## src/rtl/msb_first_bit_packer_top_assert.svh

```systemverilog
// assertion macros for the bit packer
`ifndef MSB_FIRST_BIT_PACKER_TOP_ASSERT_SVH
`define MSB_FIRST_BIT_PACKER_TOP_ASSERT_SVH

// same-cycle implication
`define BP_ASSERT_IMP(lbl, clk, rst_n, pre, post) \
    lbl: assert property (@(posedge clk) disable iff (!(rst_n)) (pre) |-> (post)) \
        else $error("bit packer check failed");

// next-cycle implication
`define BP_ASSERT_NXT(lbl, clk, rst_n, pre, post) \
    lbl: assert property (@(posedge clk) disable iff (!(rst_n)) (pre) |=> (post)) \
        else $error("bit packer check failed");

`endif

```

## src/rtl/bp_pkg.sv

```systemverilog
// ----------------------------------------------------------------------------
// bp_pkg
// shared types and constants of the msb-first bit packer
// ----------------------------------------------------------------------------
`timescale 1ns / 1ps

package bp_pkg;

    localparam int WORD_BITS = 32;
    localparam int CNT_W     = 6;

    // input command codes
    localparam logic [1:0] CMD_PUT   = 2'd0;
    localparam logic [1:0] CMD_FLUSH = 2'd1;
    localparam logic [1:0] CMD_CLEAR = 2'd2;

    typedef enum logic [1:0] {
        OP_PUT,
        OP_FLUSH,
        OP_CLEAR
    } t_op_kind;

    // decoded operation, count saturated and code masked
    typedef struct packed {
        t_op_kind               kind;
        logic [CNT_W-1:0]       bits;
        logic [WORD_BITS-1:0]   code;
    } t_op;

    typedef struct packed {
        logic full;
        logic empty;
    } t_q_status;

    typedef struct packed {
        logic             empty;
        logic [1:0]       out_count;
        logic             out_push;
        logic [CNT_W-1:0] free_bits;
    } t_back_status;

endpackage

```

## src/rtl/bp_front.sv

```systemverilog
// ----------------------------------------------------------------------------
// bp_front
// decodes incoming commands into packer operations
// ----------------------------------------------------------------------------
`timescale 1ns / 1ps

module bp_front
    import bp_pkg::*;
(
    input  logic                 i_push,
    input  logic                 i_full,
    input  logic [1:0]           i_command,
    input  logic [CNT_W-1:0]     i_bit_count,
    input  logic [WORD_BITS-1:0] i_code_bits,
    output logic                 o_op_push,
    output t_op                  o_op
);

    logic [CNT_W-1:0]     w_bits;
    logic [WORD_BITS-1:0] w_mask;
    logic                 w_keep;

    always_comb begin
        w_bits = (i_bit_count > CNT_W'(WORD_BITS)) ? CNT_W'(WORD_BITS) : i_bit_count;
        if (w_bits == CNT_W'(WORD_BITS)) begin
            w_mask = '1;
        end else begin
            w_mask = (WORD_BITS'(1) << w_bits) - WORD_BITS'(1);
        end

        o_op.bits = w_bits;
        o_op.code = i_code_bits & w_mask;
        o_op.kind = OP_PUT;
        w_keep    = 1'b0;
        unique case (i_command)
            CMD_PUT: begin
                // zero-length put changes nothing
                o_op.kind = OP_PUT;
                w_keep    = (w_bits != '0);
            end
            CMD_FLUSH: begin
                o_op.kind = OP_FLUSH;
                w_keep    = 1'b1;
            end
            CMD_CLEAR: begin
                o_op.kind = OP_CLEAR;
                w_keep    = 1'b1;
            end
            default: begin
                o_op.kind = OP_PUT;
                w_keep    = 1'b0;
            end
        endcase

        o_op_push = i_push && !i_full && w_keep;
    end

endmodule

```

## src/rtl/bp_op_queue.sv

```systemverilog
// ----------------------------------------------------------------------------
// bp_op_queue
// two-entry queue of decoded operations between front and back
// ----------------------------------------------------------------------------
`timescale 1ns / 1ps

module bp_op_queue
    import bp_pkg::*;
(
    input  logic      i_clk,
    input  logic      i_rst_n,
    input  logic      i_push,
    input  t_op       i_op,
    input  logic      i_pop,
    output t_op       o_op,
    output t_q_status o_status
);

    t_op        r_mem [2];
    logic       r_wr_ptr;
    logic       r_rd_ptr;
    logic [1:0] r_count;
    logic [1:0] n_count;

    always_comb begin
        n_count = r_count;
        if (i_push && !i_pop) begin
            n_count = r_count + 2'd1;
        end else if (!i_push && i_pop) begin
            n_count = r_count - 2'd1;
        end
        o_op           = r_mem[r_rd_ptr];
        o_status.full  = (r_count == 2'd2);
        o_status.empty = (r_count == 2'd0);
    end

    always_ff @(posedge i_clk) begin
        if (i_push) begin
            r_mem[r_wr_ptr] <= i_op;
        end
    end

    always_ff @(posedge i_clk) begin
        if (!i_rst_n) begin
            r_wr_ptr <= 1'b0;
            r_rd_ptr <= 1'b0;
            r_count  <= 2'd0;
        end else begin
            if (i_push) begin
                r_wr_ptr <= ~r_wr_ptr;
            end
            if (i_pop) begin
                r_rd_ptr <= ~r_rd_ptr;
            end
            r_count <= n_count;
        end
    end

endmodule

```

## src/rtl/bp_back.sv

```systemverilog
// ----------------------------------------------------------------------------
// bp_back
// packs operations into the word in progress and queues finished words
// ----------------------------------------------------------------------------
`timescale 1ns / 1ps

module bp_back
    import bp_pkg::*;
(
    input  logic                 i_clk,
    input  logic                 i_rst_n,
    input  logic                 i_op_valid,
    input  t_op                  i_op,
    output logic                 o_op_pop,
    input  logic                 i_out_pop,
    output logic [WORD_BITS-1:0] o_word,
    output t_back_status         o_status
);

    logic [WORD_BITS-1:0] r_word;
    logic [WORD_BITS-1:0] n_word;
    logic [CNT_W-1:0]     r_free;
    logic [CNT_W-1:0]     n_free;

    logic [WORD_BITS-1:0] r_out_mem [2];
    logic                 r_out_wr;
    logic                 r_out_rd;
    logic [1:0]           r_out_count;
    logic [1:0]           n_out_count;

    logic                 w_overflow;
    logic                 w_emit;
    logic                 w_take;
    logic                 w_out_push;
    logic                 w_out_pop;
    logic [CNT_W-1:0]     w_over;
    logic [CNT_W-1:0]     w_free_put;
    logic [WORD_BITS-1:0] w_emit_word;

    function automatic logic [WORD_BITS-1:0] byte_swap(input logic [WORD_BITS-1:0] w);
        return {w[7:0], w[15:8], w[23:16], w[31:24]};
    endfunction

    always_comb begin
        w_overflow = (i_op.kind == OP_PUT) && (i_op.bits > r_free);
        w_emit     = (i_op.kind == OP_FLUSH) || w_overflow;
        w_take     = i_op_valid && (!w_emit || (r_out_count != 2'd2));
        w_out_push = w_take && w_emit;
        w_out_pop  = i_out_pop && (r_out_count != 2'd0);
        w_over     = i_op.bits - r_free;

        if (w_overflow) begin
            w_free_put  = CNT_W'(WORD_BITS) - w_over;
            w_emit_word = r_word | (i_op.code >> w_over);
        end else begin
            w_free_put  = r_free - i_op.bits;
            w_emit_word = r_word;
        end

        n_word = r_word;
        n_free = r_free;
        if (w_take) begin
            case (i_op.kind) inside
                OP_PUT: begin
                    n_free = w_free_put;
                    n_word = (w_overflow ? '0 : r_word) | (i_op.code << w_free_put);
                end
                OP_FLUSH, OP_CLEAR: begin
                    n_free = CNT_W'(WORD_BITS);
                    n_word = '0;
                end
                default: begin
                    n_free = r_free;
                    n_word = r_word;
                end
            endcase
        end

        n_out_count = r_out_count;
        if (w_out_push && !w_out_pop) begin
            n_out_count = r_out_count + 2'd1;
        end else if (!w_out_push && w_out_pop) begin
            n_out_count = r_out_count - 2'd1;
        end

        o_op_pop           = w_take;
        o_word             = r_out_mem[r_out_rd];
        o_status.empty     = (r_out_count == 2'd0);
        o_status.out_count = r_out_count;
        o_status.out_push  = w_out_push;
        o_status.free_bits = r_free;
    end

    always_ff @(posedge i_clk) begin
        if (w_out_push) begin
            r_out_mem[r_out_wr] <= byte_swap(w_emit_word);
        end
    end

    always_ff @(posedge i_clk) begin
        if (!i_rst_n) begin
            r_word      <= '0;
            r_free      <= CNT_W'(WORD_BITS);
            r_out_wr    <= 1'b0;
            r_out_rd    <= 1'b0;
            r_out_count <= 2'd0;
        end else begin
            r_word      <= n_word;
            r_free      <= n_free;
            r_out_count <= n_out_count;
            if (w_out_push) begin
                r_out_wr <= ~r_out_wr;
            end
            if (w_out_pop) begin
                r_out_rd <= ~r_out_rd;
            end
        end
    end

endmodule

```

## src/rtl/msb_first_bit_packer_top.sv

```systemverilog
// ----------------------------------------------------------------------------
// msb_first_bit_packer_top: packs 0..32-bit codes msb first into 32-bit words
// path: op queue, back, then result queue, from which the word can be popped
// throughput: one transfer per cycle in while not full, one word per cycle out
// reset: synchronous, clears both queues and restarts the word with 32 free bits
// ----------------------------------------------------------------------------
`timescale 1ns / 1ps

`include "msb_first_bit_packer_top_assert.svh"

module msb_first_bit_packer_top
    import bp_pkg::*;
(
    input  logic                 i_clk,
    input  logic                 i_rst_n,
    // input queue side
    input  logic                 push,
    output logic                 full,
    input  logic [1:0]           i_command,
    input  logic [CNT_W-1:0]     i_bit_count,
    input  logic [WORD_BITS-1:0] i_code_bits,
    // result queue side
    output logic                 empty,
    input  logic                 pop,
    output logic [WORD_BITS-1:0] o_packed_word
);

    // decoded operation from the front
    t_op          w_front_op;
    logic         w_front_push;
    // head of the operation queue
    t_op          w_queue_op;
    t_q_status    w_queue_st;
    logic         w_back_pop;
    // back status: result queue and packer state
    t_back_status w_back_st;

    // front: saturates the count, masks stray code bits, drops no-op items
    bp_front u_front (
        .i_push      (push),
        .i_full      (w_queue_st.full),
        .i_command   (i_command),
        .i_bit_count (i_bit_count),
        .i_code_bits (i_code_bits),
        .o_op_push   (w_front_push),
        .o_op        (w_front_op)
    );

    // short queue that lets front and back stall independently
    bp_op_queue u_op_queue (
        .i_clk    (i_clk),
        .i_rst_n  (i_rst_n),
        .i_push   (w_front_push),
        .i_op     (w_front_op),
        .i_pop    (w_back_pop),
        .o_op     (w_queue_op),
        .o_status (w_queue_st)
    );

    // back: one operation per cycle, stalls only when a word must go out
    // and the result queue is full
    bp_back u_back (
        .i_clk      (i_clk),
        .i_rst_n    (i_rst_n),
        .i_op_valid (!w_queue_st.empty),
        .i_op       (w_queue_op),
        .o_op_pop   (w_back_pop),
        .i_out_pop  (pop),
        .o_word     (o_packed_word),
        .o_status   (w_back_st)
    );

    // a transfer is refused only while the operation queue is full
    assign full  = w_queue_st.full;
    assign empty = w_back_st.empty;

    // free bit count stays within a word
    `BP_ASSERT_IMP(a_free_range, i_clk, i_rst_n, 1'b1, w_back_st.free_bits <= CNT_W'(WORD_BITS))
    // reset leaves both sides idle
    `BP_ASSERT_NXT(a_reset_idle, i_clk, 1'b1, !i_rst_n, empty && !full)
    // a pop without a new word shrinks the result queue by one
    `BP_ASSERT_NXT(a_pop_count, i_clk, i_rst_n, pop && !empty && !w_back_st.out_push,
                   w_back_st.out_count == $past(w_back_st.out_count) - 2'd1)

endmodule
```

## config.mk

```make
export PLATFORM = sky130hd
export DESIGN_NAME = msb_first_bit_packer_top
export DESIGN_NICKNAME = d
export VERILOG_FILES = /design/src/rtl/bp_pkg.sv /design/src/rtl/bp_front.sv /design/src/rtl/bp_op_queue.sv /design/src/rtl/bp_back.sv /design/src/rtl/msb_first_bit_packer_top.sv
export VERILOG_INCLUDE_DIRS = /design/src /design/src/rtl
export SDC_FILE = /design/constraint.sdc
export NUM_CORES = 1
export LEC_CHECK = 0
export ABC_AREA = 1
export BUFFER_PORTS_ARGS = -buffer_cell sky130_fd_sc_hd__buf_4
export CORE_MARGIN = 4
export CORE_UTILIZATION = 53
export CTS_BUF_LIST = sky130_fd_sc_hd__clkbuf_8
export DETAILED_ROUTE_END_ITERATION = 8
export PLACE_DENSITY = 0.69
export SETUP_SLACK_MARGIN = 0.05
export SYNTH_ARGS = -nofsm -noshare
export SYNTH_HDL_FRONTEND = slang
export SYNTH_SLANG_ARGS = --single-unit
```

## constraint.sdc

```tcl
create_clock -name i_clk -period 6.3 [get_ports i_clk]
set_clock_uncertainty 0.15 [all_clocks]
set_input_delay 0.63 -clock i_clk [delete_from_list [all_inputs] [get_ports i_clk]]
set_output_delay 0.63 -clock i_clk [all_outputs]
set_load 0.05 [all_outputs]
```

==> results of run 1 <==
## final cells by class
type / instances / area (µm²)
clock buffer: 17 / 234
clock inverter: 15 / 185
fill: 2142 / 9330
inverter: 159 / 597
multi-input combinational: 1220 / 6070
sequential: 192 / 5290
tap: 313 / 392
timing repair buffer: 92 / 691
## registers in the layout, summed over array words and instances, names as in the netlist, named ones only
register,flops
u_op_queue.r_mem,80
u_back.r_out_mem,64
u_back.r_word,32
u_back.r_free,6
u_back.r_out_count,2
u_op_queue.r_count,2
u_back.r_out_rd,1
u_back.r_out_wr,1
u_op_queue.r_rd_ptr,1
u_op_queue.r_wr_ptr,1
## metal layers
metal,global-route usage (%),wire (µm),vias to the layer above
met3,3.87,2750,71
met4,9.86,1330,0
met1,39.9,16500,5407
met2,50.3,18300,527
met5,0,0,-
li1,-,-,5591
## metrics by stage
stage	utilization, %	instance area [µm²]
finish	59.0	13400
global route	59.0	13400
CTS	59.0	13400
detailed placement	57.2	13000
global placement	57.2	13000
floorplan	-	12300
## cells by family (layout without fill, tap and decap cells)
logic type	Yosys count	after routing	share of synthesized area [%]
xor gates and xnor gates	7	7	0.498
and+or+nand+nor	903	903	31.6
AOI/OAI and AO/OA	245	245	10.8
muxes	44	44	3.90
adders and majority gates	21	21	2.26
buffers and inverters	242	283	8.01
DFF	192	192	42.9
## critical path: cells and delay by family (launching register included)
kind                       cells  cell delay, ns
AOI/OAI and AO/OA              2            0.30
adders and majority gates      3            1.05
buffers and inverters          7            1.10
DFF                            1            0.63
and+or+nand+nor                9            2.47
## path summary, 6_finish.rpt
path	startpoint	endpoint
setup / recovery	flop	u_back.r_word[20]
hold / removal	i_code_bits[0]	u_op_queue.r_mem[1][0]
setup reg to reg	flop	u_back.r_word[20]
hold reg to reg	u_op_queue.r_rd_ptr	u_op_queue.r_rd_ptr
## cell usage after synthesis, types with 9 or more instances
library cell  instances  share of area, %
a21oi_1              61               2.5
buf_1                16              0.49
buf_2                23              0.94
buf_4                 9              0.55
clkbuf_1             33               1.0
dfxtp_1              48               7.8
edfxtp_1            144                35
ha_1                 19               1.9
inv_1               147               4.5
inv_2                10              0.30
mux2_2               32               2.9
mux2i_1              12              0.98
nand2_1             493                15
nand3_1             221               9.0
nand4_1              24               1.2
nor2_1              106               3.2
o21ai_0             139               5.7
or2_2                24               1.2
## cell usage in the layout (no fill, tap or decap), drive strengths merged, types with 24 or more instances in the layout
master,count
o21ai,146
nor2,110
buf,92
nand2,501
edfxtp,144
nand4,24
a21oi,61
inv,164
nand3,222
dfxtp,48
mux2,32
or2,24
==> flow_summary.json, run 1 <==
{
  "synth_edf_count": 144,
  "dr.pass1.iters": 6,
  "drc": 0,
  "grt_pass1_wl_um": 60200,
  "dr_total_vias": 11600,
  "drv_cap": 0,
  "crit_path_start_kind": "flop",
  "whs_ns": 0.246,
  "cts_tree": "built",
  "fmax_mhz": 172,
  "run_status": "finished, final reports clean",
  "avgRoutedWirePerCell_um": 19.4,
  "synth_cell_types": 47,
  "drt-total-wl_um": 38900,
  "setup_slack_ns": 0.499,
  "fin_crit_sh_pct": 92.1,
  "syn_inst": 1654,
  "final_layout_size_suffix_gt1_share_pct": 12.7,
  "max_stage_delay_ns": 0.83,
  "yosysWarnings": 0,
  "grt_pass1_vias": 10800,
  "post_cts_buffers": 0,
  "tns_ns": 0,
  "cts.sinks": 192,
  "dp_cells": 1976,
  "syn-num-nets": 1719,
  "io_buffers": 77,
  "final-instance-count-excl-fill": 2008,
  "cts_hold_buf": 0,
  "io_pins": 78,
  "tightest_slew_ns": 1.27,
  "syn_area_per_cell_um2": 7.44,
  "relSlewSlack_pct": 15.5,
  "first_iter_violations": 1278,
  "hold_depth": 3,
  "cts_root_buf": "clkbuf_8",
  "ctsResizeCount": 0,
  "grt.overflow.total": 0,
  "area_growth_pct": 9.25,
  "reg2regPathDepth": 21,
  "coreArea_mm2": 0.0228,
  "endpoint_kind": "flop",
  "numCtsBuffers": 17,
  "hold_path_class": "input port to flop",
  "path_cells": "inv_2 > or2_2 > o21ai_0 > ha_1 > inv_1 > fa_1 > buf_4 > inv_1 > buf_4 > ha_1 > inv_1 > nand3_1 > nand2_2 > nand3_1 > nand2_1 > nand2_1 > o21ai_0 > nand2_1 > nand3_1 > nand2_1 > inv_1",
  "fp.dieH_um": 160,
  "die_w_um": 160,
  "finalMaxSlewViolations": 0,
  "die_area_mm2": 0.0257,
  "cts.htree.levels": 4,
  "gp_congestion": 0.964,
  "setup_viol": 0,
  "path_class": "flop to flop",
  "dp_hpwl_um": 29200,
  "insertedDiodeCount": 0,
  "initial_core_util_pct": 54.0,
  "ys_seq_elements": 192,
  "synth_ff_type": "edfxtp_1",
  "clockBufferDepth": 2,
  "via_per_inst": 5.77,
  "grt_usage_pct": 29.8,
  "period_needed_ns": 5.80,
  "rsz0062_at_grt": "no",
  "clkLatencyLatePin_ns": 0.50,
  "rows": 55,
  "grt_max_degree": 42,
  "syn_area_mm2": 0.0123,
  "r2r_setup_slack_ns": 0.50,
  "synthArstFlopShare_pct": 0,
  "hold_viol": 0,
  "clk_pin_slew_ns": 0.12,
  "crit_fanout": 34,
  "detail-route-antenna-nets": 0,
  "final_nets": 1747,
  "antenna_found_initial": 0,
  "cpMaxStageDelayCell": "nand2_2",
  "critical_path_arrival_ns": 6.10,
  "required_ns": 6.60,
  "ys_seq_area_share_pct": 42.9,
  "pre_cts_ws_ns": 0.650
}
Power of run 1 is not shown: default switching activity piles up to over one toggle a cycle in this logic, so the estimate is an artifact.
==> inputs of run 2 (changes only) <==
CELL_PAD_IN_SITES_DETAIL_PLACEMENT = 0   (was not set)
CELL_PAD_IN_SITES_GLOBAL_PLACEMENT = 1   (was not set)
CORE_UTILIZATION = 47   (was 53)
PLACE_DENSITY = 0.81   (was 0.69)
==> run 2 against run 1 <==
  * Maximum frequency grew 7.0%
  * Cell count increased by 0.95%
  * Critical endpoint is now u_back.r_word[27]
  * Cell area about the same
  * Critical path depth is 1 lower
  * Utilization down 6.2 points
  * Worst setup slack gained 0.38 ns
  * Critical path type unchanged
  * Routed wire length rose by 1.0%
  * Clock-buffer cell count did not move
==> flow_summary.json, run 2 (synthesized netlist as in run 1, its figures left out) <==
{
  "run_status": "finished, final reports clean",
  "period_needed_ns": 5.42,
  "io_pins": 78,
  "numCtsBuffers": 17,
  "grt_max_degree": 42,
  "cts_tree": "built",
  "relSlewSlack_pct": 32.8,
  "rows": 58,
  "crit_fanout": 34,
  "clockBufferDepth": 2,
  "cts_hold_buf": 0,
  "gp_congestion": 1.01,
  "dp_hpwl_um": 29700,
  "grt_usage_pct": 27.1,
  "clkLatencyLatePin_ns": 0.49,
  "reg2regPathDepth": 20,
  "crit_path_start_kind": "flop",
  "via_per_inst": 5.60,
  "die_w_um": 170,
  "reg.largest.list": "u_op_queue.r_mem x80, u_back.r_out_mem x64, u_back.r_word x32",
  "rsz0062_at_grt": "no",
  "hold_viol": 0,
  "die_area_mm2": 0.0288,
  "final_layout_size_suffix_gt1_share_pct": 12.7,
  "clk_pin_slew_ns": 0.12,
  "final_cell_mix": "493 x nand2_1, 221 x nand3_1, 147 x inv_1",
  "tightest_slew_ns": 1.01,
  "final_nets": 1749,
  "coreArea_mm2": 0.0255,
  "area_growth_pct": 9.27,
  "finalMaxSlewViolations": 0,
  "setup_viol": 0,
  "drv_cap": 0,
  "post_cts_buffers": 0,
  "drt-total-wl_um": 39300,
  "path_class": "flop to flop",
  "fp.dieH_um": 170,
  "tns_ns": 0,
  "insertedDiodeCount": 0,
  "endpoint_kind": "flop",
  "dr_total_vias": 11400,
  "cts_root_buf": "clkbuf_8",
  "hold_path_class": "input port to flop",
  "fin_crit_sh_pct": 86.0,
  "drc": 0,
  "cts.htree.levels": 4,
  "grt.overflow.total": 0,
  "required_ns": 6.51,
  "critical_path_arrival_ns": 5.63,
  "initial_core_util_pct": 48.3,
  "hold_depth": 2,
  "detail-route-antenna-nets": 0,
  "fmax_mhz": 185,
  "layout_commonest_cell": "nand2_1",
  "io_buffers": 77,
  "grt_pass1_vias": 10700,
  "regMostFlops": "u_op_queue.r_mem",
  "nFillCells": 2565,
  "r2r_setup_slack_ns": 0.88,
  "avgRoutedWirePerCell_um": 19.4,
  "antenna_found_initial": 0,
  "cts.sinks": 192,
  "first_iter_violations": 1207,
  "largest_reg_flops": 80,
  "grt_pass1_wl_um": 60600,
  "ctsResizeCount": 0,
  "dr.pass1.iters": 5
}
==> run 2: cell types whose count changed in the layout (fill, tap and decap cells not counted), sizes merged <==
cell      delta
buf          +2
clkinv       -1
clkinvlp     +1
==> run 2: path summary, 6_finish.rpt <==
kind,end,startpoint
setup / recovery,u_back.r_word[27],flop
hold / removal,u_back.r_free[5],i_rst_n
setup reg to reg,u_back.r_word[27],flop
hold reg to reg,u_op_queue.r_rd_ptr,u_op_queue.r_rd_ptr
==> run 2: layer usage <==
layer | track usage, % | vias up | routed length [µm]
li1 | - | 5594 | -
met1 | 36.7 | 5258 | 17200
met2 | 43.9 | 425 | 18100
met3 | 2.69 | 84 | 2070
met4 | 12.6 | 0 | 1880
met5 | 0 | - | 0
==> run 2: worst max-delay path, cell delays in order, from the launching register on <==
cell and delay (ns):
dfxtp_1 0.36, inv_2 0.20, or2_2 0.33, o21ai_0 0.10
ha_1 0.21, inv_1 0.07, fa_1 0.52, buf_4 0.30
inv_1 0.07, buf_4 0.22, ha_1 0.34, inv_1 0.06
nand3_1 0.63, nand2_2 0.85, nand2_1 0.18, nand3_1 0.15
nand3_1 0.09, nand3_1 0.20, nand3_1 0.10, nand2_1 0.07
a21oi_1 0.07
==> run 2: stage by stage <==
stage          hold slack [ns]  area [µm²]  std cells  setup slack (ns)  utilization [%]
5_1_grt                  0.261       13500       2027             0.566             52.8
2_1_floorplan            0.275       12300       1654              1.74                -
3_5_place_dp             0.290       13100       1995              1.10             51.3
6_report                 0.274       13500       2027             0.880             52.8
4_1_cts                  0.250       13500       2027              1.06             52.8
3_3_place_gp             0.285       13100       1995              1.15             51.3
==> run 2: layout make-up <==
class | count | area (µm²) | share of cell area [%]
repair buffers | 94 | 706 | 5.25
flip-flops and latches | 192 | 5290 | 39.3
multi-input cells | 1220 | 6070 | 45.1
clock buffers | 17 | 234 | 1.74
clock inverters | 15 | 151 | 1.13
inverters | 159 | 597 | 4.44
well taps | 330 | 413 | 3.07
Power of run 2 is left out for the same reason.
==> inputs of run 3 (changes only) <==
CORE_UTILIZATION = 48   (was 47)
SYNTH_HIERARCHICAL = 1   (was not set)
==> run 3 against run 2 <==
  * Non-clock buffer count down 3
  * First-iteration DRC count down 22%
  * Critical endpoint is now u_back/r_word[10]
  * Routed wire length down 10%
  * Utilization about the same
  * Highest routed layer unchanged
  * Area after synthesis up 2.8%
  * Flip-flop and latch count unchanged
  * Worst hold slack worse by 0.031 ns
  * Critical path depth down 2
  * Clock-buffer cell count up 1
==> flow_summary.json, run 3 <==
{
  "drt-total-wl_um": 35200,
  "rsz0062_at_grt": "no",
  "hold_path_class": "input port to flop",
  "dr.pass1.iters": 8,
  "syn_area_mm2": 0.0127,
  "avgRoutedWirePerCell_um": 17.9,
  "via_per_inst": 5.51,
  "tns_ns": 0,
  "hold_depth": 2,
  "holdPathEnd": "u_back/r_free[5]",
  "ctsResizeCount": 0,
  "syn-num-nets": 1659,
  "die_area_mm2": 0.0290,
  "final_nets": 1685,
  "detail-route-antenna-nets": 0,
  "fin_area_mm2": 0.0137,
  "syn_area_per_cell_um2": 7.94,
  "grt.overflow.total": 0,
  "reg.largest.list": "u_op_queue/r_mem x80, u_back/r_out_mem x64, u_back/r_word x32",
  "hold_viol": 0,
  "grt_usage_pct": 24.4,
  "post_cts_buffers": 0,
  "antenna_found_initial": 0,
  "final_cell_mix": "397 x nand2_1, 190 x nand3_1, 144 x edfxtp_1",
  "final_layout_size_suffix_gt1_share_pct": 17.1,
  "clockBufferDepth": 2,
  "numCtsBuffers": 17,
  "relSlewSlack_pct": 22.1,
  "place_area_mm2": 0.0133,
  "period_needed_ns": 4.77,
  "gp_congestion": 0.956,
  "area_growth_pct": 8.33,
  "grt_pass1_wl_um": 55600,
  "reg2regPathDepth": 18,
  "die_w_um": 170,
  "grt_pass1_vias": 10000,
  "tightest_slew_ns": 1.17,
  "finalMaxSlewViolations": 0,
  "initial_core_util_pct": 48.7,
  "r2r-end": "u_back/r_word[10]",
  "dr_total_vias": 10800,
  "crit_fanout": 31,
  "layout_commonest_cell": "nand2_1",
  "coreArea_mm2": 0.0260,
  "cts.htree.levels": 4,
  "io_pins": 78,
  "first_iter_violations": 947,
  "fmax_mhz": 210,
  "yosysWarnings": 6,
  "clk_pin_slew_ns": 0.11,
  "setup_viol": 0,
  "cts.sinks": 192,
  "syn_inst": 1594,
  "hp-start": "i_rst_n",
  "cts_root_buf": "clkbuf_8",
  "regMostFlops": "u_op_queue/r_mem",
  "drc": 0,
  "drv_cap": 0,
  "clkLatencyLatePin_ns": 0.47,
  "cts_tree": "built",
  "rows": 59,
  "crit_path_start_kind": "flop",
  "required_ns": 6.56,
  "fp.dieH_um": 170,
  "largest_reg_flops": 80,
  "fin_crit_sh_pct": 75.7,
  "io_buffers": 77,
  "r2r_setup_slack_ns": 1.53,
  "critical_path_arrival_ns": 5.02,
  "cts_hold_buf": 0,
  "run_status": "finished, final reports clean",
  "insertedDiodeCount": 0,
  "endpoint_kind": "flop",
  "path_class": "flop to flop",
  "grt_max_degree": 67,
  "dp_hpwl_um": 26800
}
-- run 3: worst max-delay path, stage by stage (launching register included) --
cell and delay, ns:
dfxtp_1 0.58, mux2_2 0.40, inv_1 0.06, ha_2 0.17, inv_1 0.06, fa_1 0.42, nand2_4 0.10, nand2_2 0.29
inv_1 0.78, nand2_1 0.14, nand2_1 0.17, nand2_2 0.07, nand2_2 0.49, nand3_1 0.20, nand3_1 0.16, nand3_1 0.11
o21ai_1 0.11, nand2_1 0.06, a21oi_1 0.14
-- run 3: metrics by stage --
| step | utilization (%) | hold slack, ns | cells | worst slack (ns) |
|---|---|---|---|---|
| floorplan | - | 0.294 | 1594 | 1.88 |
| CTS | 52.8 | 0.221 | 1968 | 1.60 |
| global placement | 51.2 | 0.302 | 1936 | 1.65 |
| global route | 52.8 | 0.233 | 1968 | 1.09 |
| finish | 52.8 | 0.243 | 1968 | 1.53 |
| detailed placement | 51.2 | 0.305 | 1936 | 1.64 |
-- run 3: layout make-up --
class,instances,area (µm²)
clock buffer,18,248
clock inverter,14,153
fill,2563,12300
inverter,152,581
multi-input combinational,1166,6350
sequential,192,5290
tap,335,419
timing repair buffer,91,683
-- run 3: worst max-delay path by stage --
| stage | start | end | depth (start not counted) |
|---|---|---|---|
| final | flop | u_back/r_word[10] | 18 |
| after global routing | flop | u_back/r_word[10] | 18 |
| after CTS | flop | u_back/r_word[19] | 18 |
| after detailed placement | flop | u_back/r_word[19] | 18 |
| after global placement | flop | u_back/r_word[19] | 18 |
| after floorplan | flop | u_back/r_out_mem[1][0] | 16 |
-- run 3: per-layer routing --
metal	track usage, %	up-vias	wire length (µm)
li1	-	5440	-
met1	33.8	5073	16200
met2	40.3	284	16800
met3	2.35	46	1290
met4	8.13	0	990
met5	0	-	0
Power of run 3 is left out for the same reason.
